### config.mk
export PLATFORM = sky130hd
export DESIGN_NAME = uart_pwm_command_parser_core
export DESIGN_NICKNAME = d
export VERILOG_FILES = /design/src/hw/rtl/upc_pkg.sv /design/src/hw/rtl/upc_ctrl.sv /design/src/hw/rtl/upc_dp.sv /design/src/hw/rtl/uart_pwm_command_parser_core.sv
export VERILOG_INCLUDE_DIRS = /design/src /design/src/hw/rtl
export SDC_FILE = /design/constraint.sdc
export NUM_CORES = 2
export LEC_CHECK = 0
export ABC_AREA = 1
export BUFFER_PORTS_ARGS = -buffer_cell sky130_fd_sc_hd__buf_2
export CORE_UTILIZATION = 29
export DETAILED_ROUTE_END_ITERATION = 12
export PLACE_DENSITY_LB_ADDON = 0.25
export SETUP_SLACK_MARGIN = 0.15
export SYNTH_ARGS = -nofsm -noshare
export SYNTH_HDL_FRONTEND = slang
export SYNTH_SLANG_ARGS = --single-unit
### constraint.sdc
create_clock -name clk -period 6.6 [get_ports clk]
set_clock_uncertainty 0.05 [all_clocks]
set_input_delay 0.66 -clock clk [delete_from_list [all_inputs] [get_ports clk]]
set_output_delay 0.66 -clock clk [all_outputs]
set_load 0.01 [all_outputs]
### src/hw/rtl/uart_pwm_command_parser_core_assert.svh
// Assertion macros shared by the command parser modules.
`ifndef UART_PWM_COMMAND_PARSER_CORE_ASSERT_SVH
`define UART_PWM_COMMAND_PARSER_CORE_ASSERT_SVH

// Check that cond holds in the same cycle whenever trig is seen.
`define UPC_ASSERT_NOW(label, clk, rst_n, trig, cond) \
	label: assert property (@(posedge clk) disable iff (!rst_n) (trig) |-> (cond)) \
		else $error("upc assertion failed");

// Check that cond holds in the cycle after trig is seen.
`define UPC_ASSERT_NEXT(label, clk, rst_n, trig, cond) \
	label: assert property (@(posedge clk) disable iff (!rst_n) (trig) |=> (cond)) \
		else $error("upc assertion failed");

`endif

### src/hw/rtl/upc_pkg.sv
// Types, codes and constants of the UART PWM command parser.
package upc_pkg;

	// Reciprocal of one hundred: for any 32-bit x, x / 100 = (x * RECIP_100) >> RECIP_SH
	localparam logic [31:0] RECIP_100 = 32'h51EB_851F;
	localparam int          RECIP_SH  = 37;

	// Steps of the duty divide and width of their counter
	localparam int DIV_STEPS = 5;
	localparam int DIV_CNT_W = 3;

	localparam logic [7:0] CH_CR   = 8'h0D;
	localparam logic [7:0] CH_LF   = 8'h0A;
	localparam logic [7:0] CH_BS   = 8'h08;
	localparam logic [7:0] CH_DEL  = 8'h7F;
	localparam logic [7:0] CH_NUL  = 8'h00;
	localparam logic [7:0] CH_D0   = 8'h30;
	localparam logic [7:0] CH_D9   = 8'h39;
	localparam logic [7:0] CH_LC_D = 8'h64;
	localparam logic [7:0] CH_UC_D = 8'h44;
	localparam logic [7:0] CH_LC_P = 8'h70;
	localparam logic [7:0] CH_UC_P = 8'h50;
	localparam logic [7:0] CH_LC_S = 8'h73;
	localparam logic [7:0] CH_UC_S = 8'h53;

	localparam logic [31:0] DUTY_MAX      = 32'd100;
	localparam logic [31:0] DIV_BASE      = 32'd100;
	localparam logic [31:0] RST_PERIOD_US = 32'd1000;
	localparam logic [6:0]  RST_DUTY      = 7'd50;

	typedef enum logic [3:0] {
		EV_NONE        = 4'd0,
		EV_APPLIED     = 4'd1,
		EV_SHOW        = 4'd2,
		EV_HELP        = 4'd3,
		EV_BAD_DUTY    = 4'd4,
		EV_BAD_PERIOD  = 4'd5,
		EV_PERIOD_ZERO = 4'd6,
		EV_DUTY_RANGE  = 4'd7,
		EV_UNKNOWN     = 4'd8,
		EV_TOO_LONG    = 4'd9
	} ev_t;

	typedef enum logic [2:0] {
		ST_IDLE,
		ST_DECODE,
		ST_SCAN,
		ST_EVAL,
		ST_MUL1,
		ST_MUL2,
		ST_DIV,
		ST_RESP
	} state_t;

	// Controller to datapath
	typedef struct packed {
		logic take;
		logic store;
		logic len_dec;
		logic len_clr;
		logic scan_start;
		logic scan_step;
		logic ev_load;
		ev_t  ev;
		logic set_duty;
		logic set_period;
		logic mul1;
		logic mul2;
		logic div_step;
		logic dcnt_load;
		logic out_load;
	} cmd_t;

	// Datapath to controller
	typedef struct packed {
		logic is_eol;
		logic is_bs;
		logic len_zero;
		logic len_full;
		logic scan_done;
		logic cnt_zero;
		logic first_d;
		logic first_p;
		logic first_s;
		logic digits_valid;
		logic duty_over;
		logic acc_zero;
		logic help_hit;
		logic div_last;
	} sts_t;

	// Letter k of the help keyword, lower or upper case
	function automatic logic [7:0] help_char(input logic [1:0] k, input logic upper);
		logic [7:0] lc;
		unique case (k)
			2'd0: lc = 8'h68;
			2'd1: lc = 8'h65;
			2'd2: lc = 8'h6C;
			default: lc = 8'h70;
		endcase
		return upper ? (lc & 8'hDF) : lc;
	endfunction

endpackage

### src/hw/rtl/upc_ctrl.sv
// Sequencing state machine of the command parser.
`include "uart_pwm_command_parser_core_assert.svh"

module upc_ctrl (
	input  logic          clk,
	input  logic          arst_n,
	input  logic          in_valid,
	output logic          in_ready,
	output logic          out_valid,
	input  logic          out_ready,
	input  upc_pkg::sts_t sts,
	output upc_pkg::cmd_t cmd
);

	upc_pkg::state_t state_q, state_d;
	logic            out_valid_q;
	upc_pkg::ev_t    eval_ev;
	logic            eval_duty, eval_period;

	// Decide the command outcome from the scan results
	always_comb begin
		eval_ev     = upc_pkg::EV_UNKNOWN;
		eval_duty   = 1'b0;
		eval_period = 1'b0;
		priority if (sts.cnt_zero) begin
			eval_ev = upc_pkg::EV_NONE;
		end else if (sts.first_d) begin
			priority if (!sts.digits_valid) eval_ev = upc_pkg::EV_BAD_DUTY;
			else if (sts.duty_over) eval_ev = upc_pkg::EV_DUTY_RANGE;
			else begin
				eval_ev   = upc_pkg::EV_APPLIED;
				eval_duty = 1'b1;
			end
		end else if (sts.first_p) begin
			priority if (!sts.digits_valid) eval_ev = upc_pkg::EV_BAD_PERIOD;
			else if (sts.acc_zero) eval_ev = upc_pkg::EV_PERIOD_ZERO;
			else begin
				eval_ev     = upc_pkg::EV_APPLIED;
				eval_period = 1'b1;
			end
		end else if (sts.first_s) begin
			eval_ev = upc_pkg::EV_SHOW;
		end else if (sts.help_hit) begin
			eval_ev = upc_pkg::EV_HELP;
		end else begin
			eval_ev = upc_pkg::EV_UNKNOWN;
		end
	end

	// Next state
	always_comb begin
		state_d = state_q;
		unique case (state_q)
			upc_pkg::ST_IDLE:   if (in_valid) state_d = upc_pkg::ST_DECODE;
			upc_pkg::ST_DECODE: begin
				if (sts.is_eol && !sts.len_zero) state_d = upc_pkg::ST_SCAN;
				else state_d = upc_pkg::ST_RESP;
			end
			upc_pkg::ST_SCAN:   if (sts.scan_done) state_d = upc_pkg::ST_EVAL;
			upc_pkg::ST_EVAL: begin
				if (eval_duty || eval_period) state_d = upc_pkg::ST_MUL1;
				else state_d = upc_pkg::ST_RESP;
			end
			upc_pkg::ST_MUL1:   state_d = upc_pkg::ST_MUL2;
			upc_pkg::ST_MUL2:   state_d = upc_pkg::ST_DIV;
			upc_pkg::ST_DIV:    if (sts.div_last) state_d = upc_pkg::ST_RESP;
			upc_pkg::ST_RESP:   if (!out_valid_q || out_ready) state_d = upc_pkg::ST_IDLE;
			default:            state_d = upc_pkg::ST_IDLE;
		endcase
	end

	// Datapath commands
	always_comb begin
		cmd = '0;
		cmd.ev = upc_pkg::EV_NONE;
		unique case (state_q)
			upc_pkg::ST_IDLE: cmd.take = in_valid;
			upc_pkg::ST_DECODE: begin
				priority if (sts.is_eol) begin
					cmd.scan_start = !sts.len_zero;
					cmd.ev_load    = sts.len_zero;
				end else if (sts.is_bs) begin
					cmd.len_dec = !sts.len_zero;
					cmd.ev_load = 1'b1;
				end else begin
					cmd.ev_load = 1'b1;
					cmd.store   = !sts.len_full;
					cmd.len_clr = sts.len_full;
					cmd.ev      = sts.len_full ? upc_pkg::EV_TOO_LONG : upc_pkg::EV_NONE;
				end
			end
			upc_pkg::ST_SCAN: cmd.scan_step = 1'b1;
			upc_pkg::ST_EVAL: begin
				cmd.len_clr    = 1'b1;
				cmd.ev_load    = 1'b1;
				cmd.ev         = eval_ev;
				cmd.set_duty   = eval_duty;
				cmd.set_period = eval_period;
			end
			upc_pkg::ST_MUL1: cmd.mul1 = 1'b1;
			upc_pkg::ST_MUL2: cmd.mul2 = 1'b1;
			upc_pkg::ST_DIV: begin
				cmd.div_step  = 1'b1;
				cmd.dcnt_load = sts.div_last;
			end
			upc_pkg::ST_RESP: cmd.out_load = !out_valid_q || out_ready;
			default: cmd = '0;
		endcase
	end

	// Hold state and the result-word valid flag
	always_ff @(posedge clk or negedge arst_n) begin
		if (!arst_n) begin
			state_q     <= upc_pkg::ST_IDLE;
			out_valid_q <= 1'b0;
		end else begin
			state_q     <= state_d;
			out_valid_q <= cmd.out_load | (out_valid_q & ~out_ready);
		end
	end

	assign in_ready  = (state_q == upc_pkg::ST_IDLE);
	assign out_valid = out_valid_q;

	`UPC_ASSERT_NOW(a_out_free, clk, arst_n, cmd.out_load, !out_valid_q || out_ready)
	`UPC_ASSERT_NEXT(a_take_decode, clk, arst_n, in_valid && in_ready,
		state_q == upc_pkg::ST_DECODE)
	`UPC_ASSERT_NEXT(a_div_resp, clk, arst_n, state_q == upc_pkg::ST_DIV && sts.div_last,
		state_q == upc_pkg::ST_RESP)

endmodule

### src/hw/rtl/upc_dp.sv
// Datapath: line buffer, command scan, settings and PWM count arithmetic.
`include "uart_pwm_command_parser_core_assert.svh"

module upc_dp #(
	parameter int BUF_SIZE      = 32,
	parameter int COUNTS_PER_US = 100
) (
	input  logic          clk,
	input  logic          arst_n,
	input  upc_pkg::cmd_t cmd,
	output upc_pkg::sts_t sts,
	input  logic [7:0]    rx_byte,
	output logic [3:0]    event_res,
	output logic [31:0]   pwm_period,
	output logic [31:0]   pwm_high,
	output logic [31:0]   period_set_now,
	output logic [6:0]    duty_percent_now
);

	localparam int          ADDR_W   = $clog2(BUF_SIZE);
	localparam logic [31:0] Cpu32    = 32'(COUNTS_PER_US);
	localparam logic [31:0] RstPcnt  = 32'(1000 * COUNTS_PER_US);
	localparam logic [31:0] RstDcnt  = RstPcnt >> 1;
	localparam int          CW       = upc_pkg::DIV_CNT_W;

	logic [7:0]        byte_q;
	logic [ADDR_W-1:0] len_q;
	logic [7:0]        line_buf_q [BUF_SIZE];

	logic [ADDR_W-1:0] scan_idx_q, pos_s1, cnt_q;
	logic              data_vld_s1;
	logic [7:0]        rd_data_s1;
	logic [7:0]        first_q;
	logic              ok_q, hl_q, hu_q;
	logic [31:0]       acc_q;

	logic [31:0]       period_q, pcnt_q, dcnt_q;
	logic [6:0]        duty_q;
	logic [63:0]       prod_q;
	logic [31:0]       quo_q, qd_q;
	logic [6:0]        rem_q;
	logic [13:0]       rd_q;
	logic [6:0]        frac_q;
	logic [CW-1:0]     div_cnt_q;
	upc_pkg::ev_t      ev_q;

	logic [3:0]        ev_out_q;
	logic [31:0]       pcnt_out_q, dcnt_out_q, period_out_q;
	logic [6:0]        duty_out_q;

	logic              rd_en, proc, is_digit, help_pos;
	logic [8:0]        pos_ext, cnt_ext;
	logic [35:0]       acc_x10;
	logic [31:0]       rem_full;
	logic [63:0]       frac_prod;

	// Latch the accepted byte
	always_ff @(posedge clk) begin
		if (cmd.take) byte_q <= rx_byte;
	end

	// Track the line length
	always_ff @(posedge clk or negedge arst_n) begin
		if (!arst_n) begin
			len_q <= '0;
		end else if (cmd.len_clr) begin
			len_q <= '0;
		end else if (cmd.store) begin
			len_q <= len_q + 1'b1;
		end else if (cmd.len_dec) begin
			len_q <= len_q - 1'b1;
		end
	end

	// Line buffer memory: write at the line end, read at the scan pointer
	assign rd_en = cmd.scan_step && (scan_idx_q != len_q);

	always_ff @(posedge clk) begin
		if (cmd.store) line_buf_q[len_q] <= byte_q;
	end

	always_ff @(posedge clk) begin
		if (rd_en) begin
			rd_data_s1 <= line_buf_q[scan_idx_q];
			pos_s1     <= scan_idx_q;
		end
	end

	// Advance the scan pointer and mark returning read data
	always_ff @(posedge clk or negedge arst_n) begin
		if (!arst_n) begin
			scan_idx_q  <= '0;
			data_vld_s1 <= 1'b0;
		end else if (cmd.scan_start) begin
			scan_idx_q  <= '0;
			data_vld_s1 <= 1'b0;
		end else if (cmd.scan_step) begin
			if (rd_en) scan_idx_q <= scan_idx_q + 1'b1;
			data_vld_s1 <= rd_en;
		end
	end

	// Parse each stored character as it comes back
	assign proc     = cmd.scan_step && data_vld_s1 && (rd_data_s1 != upc_pkg::CH_NUL);
	assign is_digit = (rd_data_s1 >= upc_pkg::CH_D0) && (rd_data_s1 <= upc_pkg::CH_D9);
	assign pos_ext  = 9'(pos_s1);
	assign cnt_ext  = 9'(cnt_q);
	assign help_pos = pos_ext < 9'd4;
	assign acc_x10  = (36'(acc_q) << 3) + (36'(acc_q) << 1) + 36'(rd_data_s1[3:0]);

	always_ff @(posedge clk) begin
		if (cmd.scan_start) begin
			cnt_q <= '0;
			ok_q  <= 1'b1;
			hl_q  <= 1'b1;
			hu_q  <= 1'b1;
			acc_q <= '0;
		end else if (proc) begin
			cnt_q <= cnt_q + 1'b1;
			if (pos_s1 == '0) begin
				first_q <= rd_data_s1;
			end else if (!is_digit) begin
				ok_q <= 1'b0;
			end else begin
				acc_q <= (acc_x10[35:32] != 4'd0) ? 32'hFFFF_FFFF : acc_x10[31:0];
			end
			if (help_pos) begin
				hl_q <= hl_q && (rd_data_s1 == upc_pkg::help_char(pos_ext[1:0], 1'b0));
				hu_q <= hu_q && (rd_data_s1 == upc_pkg::help_char(pos_ext[1:0], 1'b1));
			end
		end
	end

	// Split the duty product: P*d/100 = (P/100)*d + ((P mod 100)*d)/100,
	// each stage advancing once per divide step
	assign rem_full  = pcnt_q - quo_q * upc_pkg::DIV_BASE;
	assign frac_prod = 64'(rd_q) * 64'(upc_pkg::RECIP_100);

	always_ff @(posedge clk) begin
		if (cmd.mul2) begin
			prod_q    <= 64'(pcnt_q) * 64'(upc_pkg::RECIP_100);
			div_cnt_q <= '0;
		end else if (cmd.div_step) begin
			quo_q     <= 32'(prod_q[63:upc_pkg::RECIP_SH]);
			rem_q     <= rem_full[6:0];
			qd_q      <= quo_q * 32'(duty_q);
			rd_q      <= 14'(rem_q) * 14'(duty_q);
			frac_q    <= frac_prod[upc_pkg::RECIP_SH +: 7];
			div_cnt_q <= div_cnt_q + 1'b1;
		end
	end

	// Settings and PWM counts
	always_ff @(posedge clk or negedge arst_n) begin
		if (!arst_n) begin
			period_q <= upc_pkg::RST_PERIOD_US;
			duty_q   <= upc_pkg::RST_DUTY;
			pcnt_q   <= RstPcnt;
			dcnt_q   <= RstDcnt;
		end else begin
			if (cmd.set_duty) duty_q <= acc_q[6:0];
			if (cmd.set_period) period_q <= acc_q;
			if (cmd.mul1) pcnt_q <= period_q * Cpu32;
			if (cmd.dcnt_load) dcnt_q <= qd_q + 32'(frac_q);
		end
	end

	// Hold the event code and the result word
	always_ff @(posedge clk) begin
		if (cmd.ev_load) ev_q <= cmd.ev;
		if (cmd.out_load) begin
			ev_out_q     <= ev_q;
			pcnt_out_q   <= pcnt_q;
			dcnt_out_q   <= dcnt_q;
			period_out_q <= period_q;
			duty_out_q   <= duty_q;
		end
	end

	// Status back to the controller
	always_comb begin
		sts.is_eol       = (byte_q == upc_pkg::CH_CR) || (byte_q == upc_pkg::CH_LF);
		sts.is_bs        = (byte_q == upc_pkg::CH_BS) || (byte_q == upc_pkg::CH_DEL);
		sts.len_zero     = (len_q == '0);
		sts.len_full     = (len_q == ADDR_W'(BUF_SIZE - 1));
		sts.scan_done    = (data_vld_s1 && (rd_data_s1 == upc_pkg::CH_NUL))
		                 || (!data_vld_s1 && (scan_idx_q == len_q));
		sts.cnt_zero     = (cnt_q == '0);
		sts.first_d      = (first_q == upc_pkg::CH_LC_D) || (first_q == upc_pkg::CH_UC_D);
		sts.first_p      = (first_q == upc_pkg::CH_LC_P) || (first_q == upc_pkg::CH_UC_P);
		sts.first_s      = (first_q == upc_pkg::CH_LC_S) || (first_q == upc_pkg::CH_UC_S);
		sts.digits_valid = ok_q && (cnt_ext >= 9'd2);
		sts.duty_over    = acc_q > upc_pkg::DUTY_MAX;
		sts.acc_zero     = (acc_q == '0);
		sts.help_hit     = (cnt_ext == 9'd4) && (hl_q || hu_q);
		sts.div_last     = (div_cnt_q == CW'(upc_pkg::DIV_STEPS - 1));
	end

	assign event_res        = ev_out_q;
	assign pwm_period       = pcnt_out_q;
	assign pwm_high         = dcnt_out_q;
	assign period_set_now   = period_out_q;
	assign duty_percent_now = duty_out_q;

	`UPC_ASSERT_NOW(a_duty_range, clk, arst_n, 1'b1, 32'(duty_q) <= upc_pkg::DUTY_MAX)
	`UPC_ASSERT_NOW(a_period_nonzero, clk, arst_n, 1'b1, period_q != '0)
	`UPC_ASSERT_NOW(a_len_bound, clk, arst_n, 1'b1, 32'(len_q) <= 32'(BUF_SIZE - 1))

endmodule

### src/hw/rtl/uart_pwm_command_parser_core.sv
// Top level of the UART PWM command parser: controller plus datapath.
//
//   channel | handshake            | payload
//   --------+----------------------+---------------------------------------------
//   in      | in_valid / in_ready  | rx_byte
//   out     | out_valid/ out_ready | event_res, pwm_period, pwm_high,
//           |                      | period_set_now, duty_percent_now
//
// One word in gives one word out. An ordinary byte, backspace or empty line end
// goes from the decode state straight to the response state. A line end with
// characters first scans the line buffer, one read per cycle, up to the first
// zero byte or the line end; a setting that is applied then passes through the
// period multiply, the reciprocal multiply and the 5-step divide by one hundred.
// in_ready is high only while the sequencer is idle, from the cycle the result
// appears; a result waiting on out_ready holds the sequencer in its last state,
// and one finished result may wait in the output register while the next byte
// is accepted. arst_n loads the default settings.
module uart_pwm_command_parser_core #(
	parameter int BUF_SIZE      = 32,
	parameter int COUNTS_PER_US = 100
) (
	input  logic        clk,
	input  logic        arst_n,
	input  logic        in_valid,
	output logic        in_ready,
	input  logic [7:0]  rx_byte,
	output logic        out_valid,
	input  logic        out_ready,
	output logic [3:0]  event_res,
	output logic [31:0] pwm_period,
	output logic [31:0] pwm_high,
	output logic [31:0] period_set_now,
	output logic [6:0]  duty_percent_now
);

	upc_pkg::cmd_t cmd;
	upc_pkg::sts_t sts;

	// Sequencer
	upc_ctrl u_ctrl (
		.clk       (clk),
		.arst_n    (arst_n),
		.in_valid  (in_valid),
		.in_ready  (in_ready),
		.out_valid (out_valid),
		.out_ready (out_ready),
		.sts       (sts),
		.cmd       (cmd)
	);

	// Line buffer and arithmetic
	upc_dp #(
		.BUF_SIZE      (BUF_SIZE),
		.COUNTS_PER_US (COUNTS_PER_US)
	) u_dp (
		.clk              (clk),
		.arst_n           (arst_n),
		.cmd              (cmd),
		.sts              (sts),
		.rx_byte          (rx_byte),
		.event_res        (event_res),
		.pwm_period       (pwm_period),
		.pwm_high         (pwm_high),
		.period_set_now   (period_set_now),
		.duty_percent_now (duty_percent_now)
	);

endmodule
==> impl_metrics.toml <==
[routing]
via_per_inst = 4.65
route.detailed.drc = 0
routed_wl_mm = 183
post_drt_wl_per_cell_um = 19.1
vias = 44500
dr.first_iter.drc_count = 2895
ant_nets = 0
firstDrtPassIters = 7

[placement]
gp_congestion = 0.929
port_buffers = 118
dp_hpwl_mm = 147
dpl_cell_area_um2 = 64800

[layout]
drive_gt1_share_pct = 12.2
fillers = 21100
mostFrequentLayoutCells = "inv_1, nand2_1, ha_1"
multiInputGateArea_um2 = 37000
nets = 8177
synthToLayoutAreaGrowth_pct = 15.8
design_area_um2 = 69600
layout_commonest_cell = "inv_1"
seq_area_um2 = 18800

[worst_setup_path]
crit_path_start_kind = "flop"
crit_fanout = 3
reg2reg_from = "u_dp.pcnt_q[29]$_DFFE_PN0P_"
cp_slowest_cell = "fa_2"
rr_endpoint = "u_dp.prod_q[39]$_DFFE_PP_"
cp.depth = 21
cp_num_buf_inv = 5
endpoint_kind = "flop"
cp-startpoint = "u_dp.pcnt_q[29]$_DFFE_PN0P_"
rrSetupSlack_ns = 0.21
cpLargestDelayFamily = "adder cells"
crit_type = "reg2reg"
slowest_delay_ns = 0.63
crit_chain = "inv_2 -> fa_2 -> fa_1 -> fa_1 -> inv_2 -> fa_2 -> inv_2 -> fa_2 -> inv_1 -> fa_2 -> fa_1 -> fa_2 -> ha_4 -> nand2_4 -> a21oi_2 -> nor2_2 -> o21ai_1 -> a31oi_1 -> nand3_2 -> buf_6 -> xor2_1"
required_ns = 7.00
reg2reg_depth = 21
worstPathArrival_ns = 6.78
crit_top_cell = "fa_2"

[logic_synthesis]
seq_area_frac_synth_pct = 31.4
ys_seq_elements = 660
syn-cell-area_um2 = 60100
synth-warning-count = 0
syn_inst = 6535
ys_types = 60
synth-async-reset-ratio_pct = 17.6
yosysTopAreaCell = "edfxtp_1"
synth_area_per_cell_um2 = 9.19
yosys-top-cells-area = "edfxtp_1, fa_1, ha_1, inv_1, nand2_1"
ys.flop_type = "edfxtp_1"
synth-edff-count = 501
synth_top_area_share_pct = 25.0

[clocking]
clock-root-buffer = "clkbuf_16"
cts_buffer_depth = 3
h-tree-depth = 3
clk_pin_slew_worst_paths_ns = 0.06
clock_sinks = 660
cts_tree = "yes"
cts_made_buffers = 81
clkLatencyLatePin_ns = 0.72

[floorplanning]
num_io_pins = 121
core_um2 = 205000
num_rows = 166
initial_core_util_pct = 29.3
dieArea_um2 = 209000
die_width_um = 457
die_height_um = 457

[grt]
grt_pass1_wl_mm = 279
grt.overflow.total = 0
track_usage_pct = 17.4
antenna_found_initial = 2
grt_pass1_vias = 45800
grt_start_max_net_pins = 86

[flow_run]
drv_cap = 0

[timing]
setup_viol = 0
tightestPinTransition_ns = 1.11
finalHoldViolations = 0
fin_tns_setup_ns = 0
fin_crit_sh_pct = 96.8
slew_headroom_pct = 25.7
timing.fmax_ghz = 0.157
fin_crit_ns = 6.39
slew_viol_final = 0
rsz0062_at_grt = "yes"

[run_status]
status = "finished, final reports clean"

[power_and_ir_drop]
powerDensity_nw_per_um2 = 459
ir_drop_v = 0.000564
power_leakage_uw = 0.0337

[hold_path]
hold_depth = 1
min_to = "u_dp.byte_q[2]$_DFFE_PP_"
min_path_type = "in2reg"
min-delay-start = "rx_byte[2]"
## Yosys cell counts (all sizes together) (21+ instances only)
master / instances
a21o: 29
a21oi: 248
a31oi: 39
buf: 30
clkbuf: 81
dfrtp: 95
dfstp: 21
dfxtp: 43
edfxtp: 501
fa: 591
ha: 749
inv: 1431
nand2: 1087
nand3: 174
nand4: 47
nor2: 575
nor3: 68
nor4: 24
o21ai: 375
o21bai: 35
o221ai: 24
o22ai: 45
or2: 24
xnor2: 59
xor2: 73
## cell type report
cell class	instances	share of cell area [%]
Antenna cell	2	0.00719
Clock inverter	50	1.02
Clock buffer	101	3.09
Inverter	1434	7.75
Tap cell	2688	4.83
Multi-Input combinational cell	4339	53.2
Sequential cell	660	27.1
Timing Repair Buffer	309	3.05
## flip-flops by register name (all words and copies together) (netlist names), 8 cells and up
register             flops
u_dp.acc_q              32
u_dp.byte_q              8
u_dp.pwm_high           32
u_dp.prod_q             26
u_dp.dcnt_q             32
u_dp.qd_q               32
u_dp.period_set_now     32
u_dp.period_q           32
u_dp.pcnt_q             30
u_dp.quo_q              26
u_dp.rd_data_s1          8
u_dp.rd_q               12
u_dp.pwm_period         30
u_dp.line_buf_q        256
## layer usage
metal / share of wire (%) / GRT usage (%) / vias to the layer above
li1: - / - / 21500
met1: 47 / 24.2 / 21900
met2: 46 / 28.3 / 929
met3: 4.2 / 2.08 / 198
met4: 3.1 / 5.28 / 0
met5: 0 / 0 / -
## kinds of logic (layout without fill, tap and decap cells)
family,Yosys count,in the layout,synth area share [%]
and+or+nand+nor,2019,2019,13.8
other,1,12,0.00624
buffers and inverters,1545,1894,9.78
xor gates and xnor gates,132,132,1.92
AOI/OAI and AO/OA,838,838,7.82
DFF,660,660,31.4
adders and majority gates,1340,1340,35.3
## metrics by stage
stage	total power, µW	instances	hold slack [ns]	setup slack [ns]	util [%]
after floorplan	19300	6544	0.314	0.377	-
after global placement	25900	9401	0.351	-0.353	31.6
after detailed placement	25900	9401	0.355	-0.359	31.6
after CTS	31200	9558	0.00382	0.122	33.2
after global routing	35000	9581	0.0360	-0.0169	33.9
final	31900	9583	0.0739	0.211	33.9
## report_power, final
part	leakage (µW)	switching [µW]	internal, µW
registers	0.00642	697	5510
logic	0.0259	13300	7610
clock network	0.00137	1980	2830
## worst max path at each step
| stage | end |
|---|---|
| finish | u_dp.prod_q[39]$_DFFE_PP_ |
| global route | u_dp.prod_q[45]$_DFFE_PP_ |
| CTS | u_dp.prod_q[62]$_DFFE_PP_ |
| detailed placement | u_dp.prod_q[38]$_DFFE_PP_ |
| global placement | u_dp.prod_q[38]$_DFFE_PP_ |
| floorplan | u_dp.prod_q[45]$_DFFE_PP_ |
## worst register-to-register path: stages (launching register included)
cell	delay (ns)
dfrtp_1	0.35
inv_2	0.05
fa_2	0.63
fa_1	0.47
fa_1	0.61
inv_2	0.06
fa_2	0.52
inv_2	0.04
fa_2	0.51
inv_1	0.06
fa_2	0.42
fa_1	0.42
fa_2	0.57
ha_4	0.23
nand2_4	0.12
a21oi_2	0.06
nor2_2	0.20
o21ai_1	0.10
a31oi_1	0.19
nand3_2	0.17
buf_6	0.15
xor2_1	0.13
## repair_timing
| action | in CTS | in global routing |
|---|---|---|
| hold buffers | 1 | 0 |
| buffers inserted | 5 | 23 |
| endpoints found under the hold margin | 35 | 0 |
| pin swaps | 19 | 128 |
| resized for setup | 81 | 353 |
| setup endpoints to repair | 26 | 26 |
Note: power is estimated with default switching activity, not from simulation.
